## config.mk

```make
export PLATFORM = sky130hd
export DESIGN_NAME = flow_hash_node_select_top
export DESIGN_NICKNAME = d
export VERILOG_FILES = /design/src/rtl/core/fhns_pkg.sv /design/src/rtl/core/flow_hash_node_select_top.sv /design/src/rtl/core/fhns_mix_pipe.sv /design/src/rtl/core/fhns_scale.sv
export VERILOG_INCLUDE_DIRS = /design/src /design/src/rtl/core
export SDC_FILE = /design/constraint.sdc
export NUM_CORES = 2
export LEC_CHECK = 0
export BUFFER_PORTS_ARGS = -buffer_cell sky130_fd_sc_hd__buf_2
export CAP_MARGIN = 15
export CELL_PAD_IN_SITES_DETAIL_PLACEMENT = 1
export CELL_PAD_IN_SITES_GLOBAL_PLACEMENT = 1
export CORE_MARGIN = 2
export CORE_UTILIZATION = 53
export CTS_CLUSTER_SIZE = 28
export DETAILED_ROUTE_END_ITERATION = 8
export PLACE_DENSITY_LB_ADDON = 0.1
export SYNTH_ARGS = -nofsm -noshare
export SYNTH_HDL_FRONTEND = slang
export SYNTH_SLANG_ARGS = --single-unit
```

## constraint.sdc

```tcl
create_clock -name clk -period 70.6 [get_ports clk]
set_clock_uncertainty 0.1 [all_clocks]
set_input_delay 17.65 -clock clk [delete_from_list [all_inputs] [get_ports clk]]
set_output_delay 17.65 -clock clk [all_outputs]
set_load 0.01 [all_outputs]
```

## src/rtl/core/flow_hash_node_select_top_assert.svh

```systemverilog
// Assertion macros shared by the flow hash node select RTL.
`ifndef FLOW_HASH_NODE_SELECT_TOP_ASSERT_SVH
`define FLOW_HASH_NODE_SELECT_TOP_ASSERT_SVH

// Property that must hold at every clock edge outside reset.
`define FHNS_ASSERT_ALWAYS(lbl, prop, msg) \
    lbl: assert property (@(posedge clk) disable iff (!rst_n) (prop)) else $error(msg);

// Implication checked from one clock edge to the next.
`define FHNS_ASSERT_NEXT(lbl, ante, cons, msg) \
    lbl: assert property (@(posedge clk) disable iff (!rst_n) (ante) |=> (cons)) else $error(msg);

`endif

```

## src/rtl/core/fhns_pkg.sv

```systemverilog
// Types, constants and hash helper functions for the flow hash node select block.
package fhns_pkg;

    // Hash and protocol constants.
    localparam logic [31:0] GOLDEN_RATIO  = 32'h9e37_79b9;
    localparam logic [7:0]  PROTO_ICMP    = 8'd1;
    localparam logic [7:0]  PROTO_TCP     = 8'd6;
    localparam logic [7:0]  PROTO_UDP     = 8'd17;
    localparam logic [7:0]  PROTO_DCCP    = 8'd33;
    localparam logic [7:0]  PROTO_SCTP    = 8'd132;
    localparam logic [7:0]  PROTO_UDPLITE = 8'd136;

    // Hash mode codes.
    localparam logic [1:0] MODE_ADDR       = 2'd0;
    localparam logic [1:0] MODE_ADDR_SPORT = 2'd1;
    localparam logic [1:0] MODE_ADDR_PORTS = 2'd2;

    // Connection kind codes.
    localparam logic [1:0] KIND_RELATED = 2'd1;
    localparam logic [1:0] KIND_NEW     = 2'd2;

    // Register indexes of the configuration port.
    localparam logic [1:0] REG_KEY_MODE    = 2'd0;
    localparam logic [1:0] REG_HASH_SEED   = 2'd1;
    localparam logic [1:0] REG_TOTAL_NODES = 2'd2;
    localparam logic [1:0] REG_LOCAL_MASK  = 2'd3;

    // Mixing schedule of the lookup2 hash: one row per pipeline stage.
    localparam int MIX_ROWS = 9;
    localparam int unsigned MIX_SHIFT [MIX_ROWS] = '{13, 8, 13, 12, 16, 5, 3, 10, 15};

    localparam int NODE_W = 5;
    localparam int MASK_W = 16;
    localparam int PROD_W = 32 + NODE_W;

    // Packet request and decision response.
    typedef struct packed {
        logic        has_conntrack;
        logic [1:0]  conn_kind;
        logic        is_reply;
        logic [7:0]  ip_protocol;
        logic [31:0] source_address;
        logic [15:0] first_port_word;
        logic [15:0] second_port_word;
    } pkt_req_t;

    typedef struct packed {
        logic              verdict;
        logic [NODE_W-1:0] node_number;
        logic              write_mark;
    } dec_rsp_t;

    // Hash state words.
    typedef struct packed {
        logic [31:0] a;
        logic [31:0] b;
        logic [31:0] c;
    } abc_t;

    // Which word a mixing row updates.
    typedef enum logic [1:0] {
        MIX_A,
        MIX_B,
        MIX_C
    } mix_var_t;

    // How the packet is decided.
    typedef enum logic [1:0] {
        CLS_DROP,
        CLS_PASS,
        CLS_HASH
    } cls_t;

    // Decision information that travels beside the hash state.
    typedef struct packed {
        cls_t cls;
        logic zero_hash;
        logic write_mark;
    } side_t;

    // True for protocols whose first transport words are ports.
    function automatic logic proto_has_ports(input logic [7:0] p);
        return (p == PROTO_TCP) || (p == PROTO_UDP) || (p == PROTO_UDPLITE) ||
               (p == PROTO_SCTP) || (p == PROTO_DCCP) || (p == PROTO_ICMP);
    endfunction

    // One row of the lookup2 mix: two subtractions and a shifted xor.
    function automatic abc_t mix_row(input mix_var_t sel, input int unsigned sh,
                                     input abc_t v);
        abc_t r;
        r = v;
        unique case (sel)
            MIX_A:
            begin
                r.a = v.a - v.b - v.c;
                r.a = r.a ^ (v.c >> sh);
            end
            MIX_B:
            begin
                r.b = v.b - v.c - v.a;
                r.b = r.b ^ (v.a << sh);
            end
            MIX_C:
            begin
                r.c = v.c - v.a - v.b;
                r.c = r.c ^ (v.b >> sh);
            end
            default:
            begin
                r = v;
            end
        endcase
        return r;
    endfunction

endpackage

```

## src/rtl/core/flow_hash_node_select_top.sv

```systemverilog
// Top level of the flow hash node select block: configuration registers and pipeline.
//
//   Channel   Direction  Handshake                 Payload
//   pkt       in         pkt_valid / pkt_stall     fhns_pkg::pkt_req_t
//   dec       out        dec_valid / dec_stall     fhns_pkg::dec_rsp_t
//   config    in/out     psel/penable/pwrite/pready paddr, pwdata, prdata
//
// One request is taken every cycle unless dec is stalled; its response appears on dec after
// the request passes twelve register stages: entry stage, nine lookup2 mixing
// stages, a multiply stage, the output register.
// The mixing rows set the depth: one row of two subtractions and a shifted xor per stage.
// rst_n clears all valid bits and loads the register reset values at once.
// When the response is stalled the whole pipeline holds and pkt_stall rises.
`include "flow_hash_node_select_top_assert.svh"

module flow_hash_node_select_top #(
    parameter int MAX_NODES = 16
) (
    input  logic               clk,
    input  logic               rst_n,
    input  logic               pkt_valid,
    output logic               pkt_stall,
    input  fhns_pkg::pkt_req_t pkt,
    output logic               dec_valid,
    input  logic               dec_stall,
    output fhns_pkg::dec_rsp_t dec,
    input  logic               psel,
    input  logic               penable,
    input  logic               pwrite,
    input  logic [3:0]         paddr,
    input  logic [31:0]        pwdata,
    output logic [31:0]        prdata,
    output logic               pready
);
    import fhns_pkg::*;

    logic [1:0]        key_mode_reg;
    logic [31:0]       hash_seed_reg;
    logic [NODE_W-1:0] total_nodes_reg;
    logic [MASK_W-1:0] local_node_mask_reg;
    logic [MASK_W-1:0] serve_mask;
    logic              cfg_write;
    logic              en;
    logic              mix_valid;
    abc_t              mix_abc;
    side_t             mix_side;
    logic              mark_no_node;
    logic              pass_out_range;

    // Pipeline advances unless a finished response is held.
    assign en        = !dec_valid || !dec_stall;
    assign pkt_stall = !en;

    // Configuration register writes.
    assign pready    = 1'b1;
    assign cfg_write = psel && penable && pwrite;

    always_ff @(posedge clk or negedge rst_n)
    begin
        if (!rst_n)
        begin
            key_mode_reg        <= MODE_ADDR;
            hash_seed_reg       <= '0;
            total_nodes_reg     <= NODE_W'(1);
            local_node_mask_reg <= '0;
        end
        else if (cfg_write)
        begin
            unique case (paddr[3:2])
                REG_KEY_MODE:    key_mode_reg        <= pwdata[1:0];
                REG_HASH_SEED:   hash_seed_reg       <= pwdata;
                REG_TOTAL_NODES: total_nodes_reg     <= pwdata[NODE_W-1:0];
                REG_LOCAL_MASK:  local_node_mask_reg <= pwdata[MASK_W-1:0];
            endcase
        end
    end

    // Register read back.
    always_comb
    begin
        unique case (paddr[3:2])
            REG_KEY_MODE:    prdata = {30'd0, key_mode_reg};
            REG_HASH_SEED:   prdata = hash_seed_reg;
            REG_TOTAL_NODES: prdata = {{(32-NODE_W){1'b0}}, total_nodes_reg};
            REG_LOCAL_MASK:  prdata = {{(32-MASK_W){1'b0}}, local_node_mask_reg};
        endcase
    end

    // Nodes above MAX_NODES are never served here.
    always_comb
    begin
        for (int k = 0; k < MASK_W; k++)
        begin
            serve_mask[k] = local_node_mask_reg[k] && (k < MAX_NODES);
        end
    end

    fhns_mix_pipe u_mix (
        .clk       (clk),
        .rst_n     (rst_n),
        .en        (en),
        .in_valid  (pkt_valid),
        .in_req    (pkt),
        .key_mode  (key_mode_reg),
        .hash_seed (hash_seed_reg),
        .out_valid (mix_valid),
        .out_abc   (mix_abc),
        .out_side  (mix_side)
    );

    fhns_scale u_scale (
        .clk         (clk),
        .rst_n       (rst_n),
        .en          (en),
        .in_valid    (mix_valid),
        .in_abc      (mix_abc),
        .in_side     (mix_side),
        .total_nodes (total_nodes_reg),
        .serve_mask  (serve_mask),
        .out_valid   (dec_valid),
        .out_rsp     (dec)
    );

    // Response conditions watched by the assertions below.
    assign mark_no_node   = dec.write_mark && (dec.node_number == '0);
    assign pass_out_range = dec.verdict && (dec.node_number != '0) &&
                            ((dec.node_number > NODE_W'(MASK_W)) ||
                             (32'(dec.node_number) > MAX_NODES));

    // A response without a node never asks for a mark write.
    `FHNS_ASSERT_ALWAYS(a_no_node_no_mark, !(dec_valid && mark_no_node), "mark without node")
    // A passed hashed packet names a node this block can serve.
    `FHNS_ASSERT_ALWAYS(a_pass_node_range, !(dec_valid && pass_out_range), "node out of range")
    // Requests are held back only while a response waits.
    `FHNS_ASSERT_ALWAYS(a_stall_cause, !pkt_stall || (dec_valid && dec_stall), "stray stall")
    // A held response is still there in the next cycle.
    `FHNS_ASSERT_NEXT(a_held_rsp, dec_valid && dec_stall, dec_valid, "held response lost")

endmodule

```

## src/rtl/core/fhns_mix_pipe.sv

```systemverilog
// Request classification, hash setup and the nine-stage lookup2 mixing pipeline.
module fhns_mix_pipe (
    input  logic              clk,
    input  logic              rst_n,
    input  logic              en,
    input  logic              in_valid,
    input  fhns_pkg::pkt_req_t in_req,
    input  logic [1:0]        key_mode,
    input  logic [31:0]       hash_seed,
    output logic              out_valid,
    output fhns_pkg::abc_t    out_abc,
    output fhns_pkg::side_t   out_side
);
    import fhns_pkg::*;

    logic   valid_reg [MIX_ROWS+1];
    abc_t   abc_reg   [MIX_ROWS+1];
    side_t  side_reg  [MIX_ROWS+1];

    logic   ports_ok;
    logic [31:0] sport;
    logic [31:0] dport;
    abc_t   init_abc;
    side_t  init_side;

    // Classify the request and load the initial hash words.
    always_comb
    begin
        ports_ok = proto_has_ports(in_req.ip_protocol);
        sport = ports_ok ? {16'd0, in_req.first_port_word}  : 32'd0;
        dport = ports_ok ? {16'd0, in_req.second_port_word} : 32'd0;

        init_abc.a = in_req.source_address + GOLDEN_RATIO;
        init_abc.b = GOLDEN_RATIO;
        init_abc.c = hash_seed;
        init_side.zero_hash = 1'b0;
        unique case (key_mode)
            MODE_ADDR:
            begin
                init_abc.b = GOLDEN_RATIO;
            end
            MODE_ADDR_SPORT:
            begin
                init_abc.b = sport + GOLDEN_RATIO;
            end
            MODE_ADDR_PORTS:
            begin
                init_abc.b = sport + GOLDEN_RATIO;
                init_abc.c = dport + hash_seed;
            end
            default:
            begin
                init_side.zero_hash = 1'b1;
            end
        endcase

        init_side.write_mark = 1'b0;
        priority if (!in_req.has_conntrack)
        begin
            init_side.cls = CLS_DROP;
        end
        else if (in_req.ip_protocol == PROTO_ICMP && in_req.conn_kind == KIND_RELATED)
        begin
            init_side.cls = CLS_PASS;
        end
        else
        begin
            init_side.cls = CLS_HASH;
            init_side.write_mark = (in_req.conn_kind == KIND_NEW) && !in_req.is_reply;
        end
    end

    // Entry stage.
    always_ff @(posedge clk or negedge rst_n)
    begin
        if (!rst_n)
        begin
            valid_reg[0] <= 1'b0;
        end
        else if (en)
        begin
            valid_reg[0] <= in_valid;
        end
    end

    always_ff @(posedge clk)
    begin
        if (en)
        begin
            abc_reg[0]  <= init_abc;
            side_reg[0] <= init_side;
        end
    end

    // One mixing row per stage.
    for (genvar r = 0; r < MIX_ROWS; r++)
    begin : g_row
        localparam int ROW_SEL = r % 3;
        localparam mix_var_t ROW_VAR = mix_var_t'(ROW_SEL);

        always_ff @(posedge clk or negedge rst_n)
        begin
            if (!rst_n)
            begin
                valid_reg[r+1] <= 1'b0;
            end
            else if (en)
            begin
                valid_reg[r+1] <= valid_reg[r];
            end
        end

        always_ff @(posedge clk)
        begin
            if (en)
            begin
                abc_reg[r+1]  <= mix_row(ROW_VAR, MIX_SHIFT[r], abc_reg[r]);
                side_reg[r+1] <= side_reg[r];
            end
        end
    end

    assign out_valid = valid_reg[MIX_ROWS];
    assign out_abc   = abc_reg[MIX_ROWS];
    assign out_side  = side_reg[MIX_ROWS];

endmodule

```

## src/rtl/core/fhns_scale.sv

```systemverilog
// Scales the hash to a node number and forms the final decision in the output register.
module fhns_scale (
    input  logic                          clk,
    input  logic                          rst_n,
    input  logic                          en,
    input  logic                          in_valid,
    input  fhns_pkg::abc_t                in_abc,
    input  fhns_pkg::side_t               in_side,
    input  logic [fhns_pkg::NODE_W-1:0]   total_nodes,
    input  logic [fhns_pkg::MASK_W-1:0]   serve_mask,
    output logic                          out_valid,
    output fhns_pkg::dec_rsp_t            out_rsp
);
    import fhns_pkg::*;

    logic              prod_valid_reg;
    logic [PROD_W-1:0] prod_reg;
    logic [PROD_W-1:0] prod_next;
    side_t             prod_side_reg;
    logic              out_valid_reg;
    dec_rsp_t          out_reg;
    dec_rsp_t          out_next;
    logic [31:0]       hash;
    logic [NODE_W-1:0] node_idx;
    logic              served;

    // Multiply stage: hash times node count.
    always_comb
    begin
        hash = in_side.zero_hash ? 32'd0 : in_abc.c;
        prod_next = PROD_W'(hash) * PROD_W'(total_nodes);
    end

    always_ff @(posedge clk or negedge rst_n)
    begin
        if (!rst_n)
        begin
            prod_valid_reg <= 1'b0;
        end
        else if (en)
        begin
            prod_valid_reg <= in_valid;
        end
    end

    always_ff @(posedge clk)
    begin
        if (en)
        begin
            prod_reg      <= prod_next;
            prod_side_reg <= in_side;
        end
    end

    // Node selection and verdict.
    always_comb
    begin
        node_idx = prod_reg[PROD_W-1:32];
        served = (node_idx < NODE_W'(MASK_W)) && serve_mask[node_idx[3:0]];
        unique case (prod_side_reg.cls)
            CLS_DROP:
            begin
                out_next = '{verdict: 1'b0, node_number: '0, write_mark: 1'b0};
            end
            CLS_PASS:
            begin
                out_next = '{verdict: 1'b1, node_number: '0, write_mark: 1'b0};
            end
            default:
            begin
                out_next.verdict     = served;
                out_next.node_number = node_idx + NODE_W'(1);
                out_next.write_mark  = prod_side_reg.write_mark;
            end
        endcase
    end

    // Output register; holds while the response is stalled.
    always_ff @(posedge clk or negedge rst_n)
    begin
        if (!rst_n)
        begin
            out_valid_reg <= 1'b0;
        end
        else if (en)
        begin
            out_valid_reg <= prod_valid_reg;
        end
    end

    always_ff @(posedge clk)
    begin
        if (en)
        begin
            out_reg <= out_next;
        end
    end

    assign out_valid = out_valid_reg;
    assign out_rsp   = out_reg;

endmodule

```

==> metrics.txt <==
status=finished clean; GPL Wtd Cong=0.929; Resized Gates After CTS=0; wire length per cell=21.2 µm; worst hold path class=reg2reg; post-synthesis cell count=4843; antenna violations before repair=4; hold-critical path depth=0; Total GRT Usage=25.1%; critical path buffer and inverter count=3; crit-path cells=buf_2, nor2b_1, buf_4, a22o_1, buf_2; clk slew on worst S/H paths=60 ps; remaining antenna violation count after routing=0; post-synth top area share=46.6%; I/O Pins=161; worst path required time=52850 ps; TritonCTS clock tree=built; drt first pass iters=5; area of the multi-input gates=27300 µm²; Root Driver=clkbuf_16; Longest Clk Path Bufs=3; hold-fix buffers at CTS=0; first-pass GRT wire length=226000 µm; final WL=142000 µm; Rows=123; Peak Freq=27.3 MHz; Final setup violation count=0; Yosys top cell by area=edfxtp_1; top cells by area, synth=edfxtp_1 47%, fa_1 11%, ha_1 8.0%; Starting Density=53.3%; startpoint types=input port; post-route cell area=66200 µm²; Top Family by Delay on Critical Path=buffers and inverters; clk_lat worst skew=680 ps; max cap viols=0; Iter 0 DRT Violations=1637; reg2reg setup slack=64730 ps; kind of critical path=in2out; number of flops mapped to enable cells by yosys=927; htree depth=3; synth unique cells=91; Filler cells=11200; RR Endpoint=u_mix.abc_reg[8][91]; fraction of layout cells with a size suffix above 1=9.31%; Vias/cell=5.44; Tcrit/Tclk final=51.9%; RR Startpoint=u_scale.out_valid; area of the mapped netlist=59800 µm²; CP peak stage delay=450 ps; die area=116000 µm²; Die Wd=340 µm; Worst EP arrival=18900 ps; max FFs per register=872; largest net degree at the start of global routing=164; worst-path fanout max=21; final hold vios=0; Overflow after GRT=0; Layout area overhead=10.7%; most used cell, CP=buf_2; syn_nets=5686; number of synthesized register bits=994; sequential-to-total area share from yosys stat=49.4%; Post-Syn Area per Cell=12.3 µm²; Vert. Die Dim=340 µm; via count=36300; critical path capture point type=output port; fin nets=5931; cts bufs inserted=108; setup TNS=0 ps; min-delay src=u_mix.side_reg[2][2]; hpwl dp=112000 µm; Final min period=36650 ps; asr flop ratio synth=6.74%; Core Area=112000 µm²; Main synth FF type=edfxtp_1; clock net sink count=994; DRC Markers=0; relative slew slack=16.1%; CP max stage cell=buf_2; YS warnings=0; postcts setup bufs=0; reg2reg path depth=6; Slew Viols, Final=0; Buffers on Ports=157; RSZ-0062 raised after global routing=false; register area=29500 µm²; vias in the first global route=40600; WHS Endpoint=u_mix.side_reg[3][2]; DP Area=62500 µm²; Slew @ Worst Pin=1250 ps
[logic make-up (layout without fill, tap and decap cells)]
group | Yosys count | after routing | share of synthesized area, %
compound gates | 784 | 784 | 8.58
xor+xnor | 563 | 563 | 8.25
fa+ha+maj | 724 | 724 | 19.4
buf+inv | 803 | 1137 | 5.05
flops | 994 | 994 | 49.4
mux | 97 | 97 | 1.93
other cells | 1 | 2 | 0.00627
simple gates | 877 | 877 | 7.40
[per-stage QoR]
stage,std cells,util [%],hold WS (ps),worst slack [ps]
after global routing,6677,59.0,325,33850
final,6678,59.0,317,33950
after detailed placement,6478,55.7,306,33950
after floorplan,4843,-,300,7480
after CTS,6677,59.0,317,33940
after global placement,6478,55.7,302,34000
[layout make-up]
| class | instances | share of cell area (%) |
|---|---|---|
| Timing Repair Buffer | 182 | 1.49 |
| Sequential cell | 994 | 44.6 |
| Multi-Input combinational cell | 3046 | 41.2 |
| Antenna cell | 1 | 0.00378 |
| Tap cell | 1500 | 2.83 |
| Inverter | 756 | 4.29 |
| Clock buffer | 127 | 4.35 |
| Clock inverter | 72 | 1.25 |
[per-layer routing]
metal / part of all wire [%] / global-route usage, %
met1: 39 / 28.7
met2: 53 / 46.9
met3: 2.8 / 2.91
met4: 4.9 / 11.1
met5: 0.020 / 0
[layout by cell type, fill, tap and decap left out, drive strengths merged, types with 9 or more instances in the layout]
cell type,instances
a2111oi,13
a211oi,22
a21boi,15
a21o,140
a21oi,250
a31oi,30
and2,172
and3,24
and4,13
buf,182
bufinv,17
clkbuf,127
clkinv,45
dfrtp,66
edfxtp,927
fa,341
ha,383
inv,760
mux2,77
mux2i,13
nand2,246
nand2b,30
nand3,63
nand4,29
nor2,159
nor2b,37
nor3,46
o211ai,16
o21a,40
o21ai,138
o21bai,25
o31ai,9
or2,12
or3,12
xnor2,392
xor2,171
[worst max-delay path by stage]
stage	from	end	slack, ps	depth (start not counted)
after CTS	paddr[3]	prdata[4]	33940	5
final	paddr[3]	prdata[4]	33950	5
after floorplan	dec_stall	pkt_stall	7480	3
after global placement	paddr[3]	prdata[4]	34000	5
after global routing	paddr[3]	prdata[4]	33850	5
after detailed placement	paddr[3]	prdata[4]	33950	5
[cells in the mapped netlist (all sizes together), types with 77 or more instances]
cell type,instances
a21o,140
a21oi,250
and2,172
edfxtp,927
fa,341
ha,383
inv,756
mux2,77
nand2,246
nor2,159
o21ai,138
xnor2,392
xor2,171
Power is not shown: default switching activity piles up to over one toggle a cycle in this logic, so the estimate is an artifact.
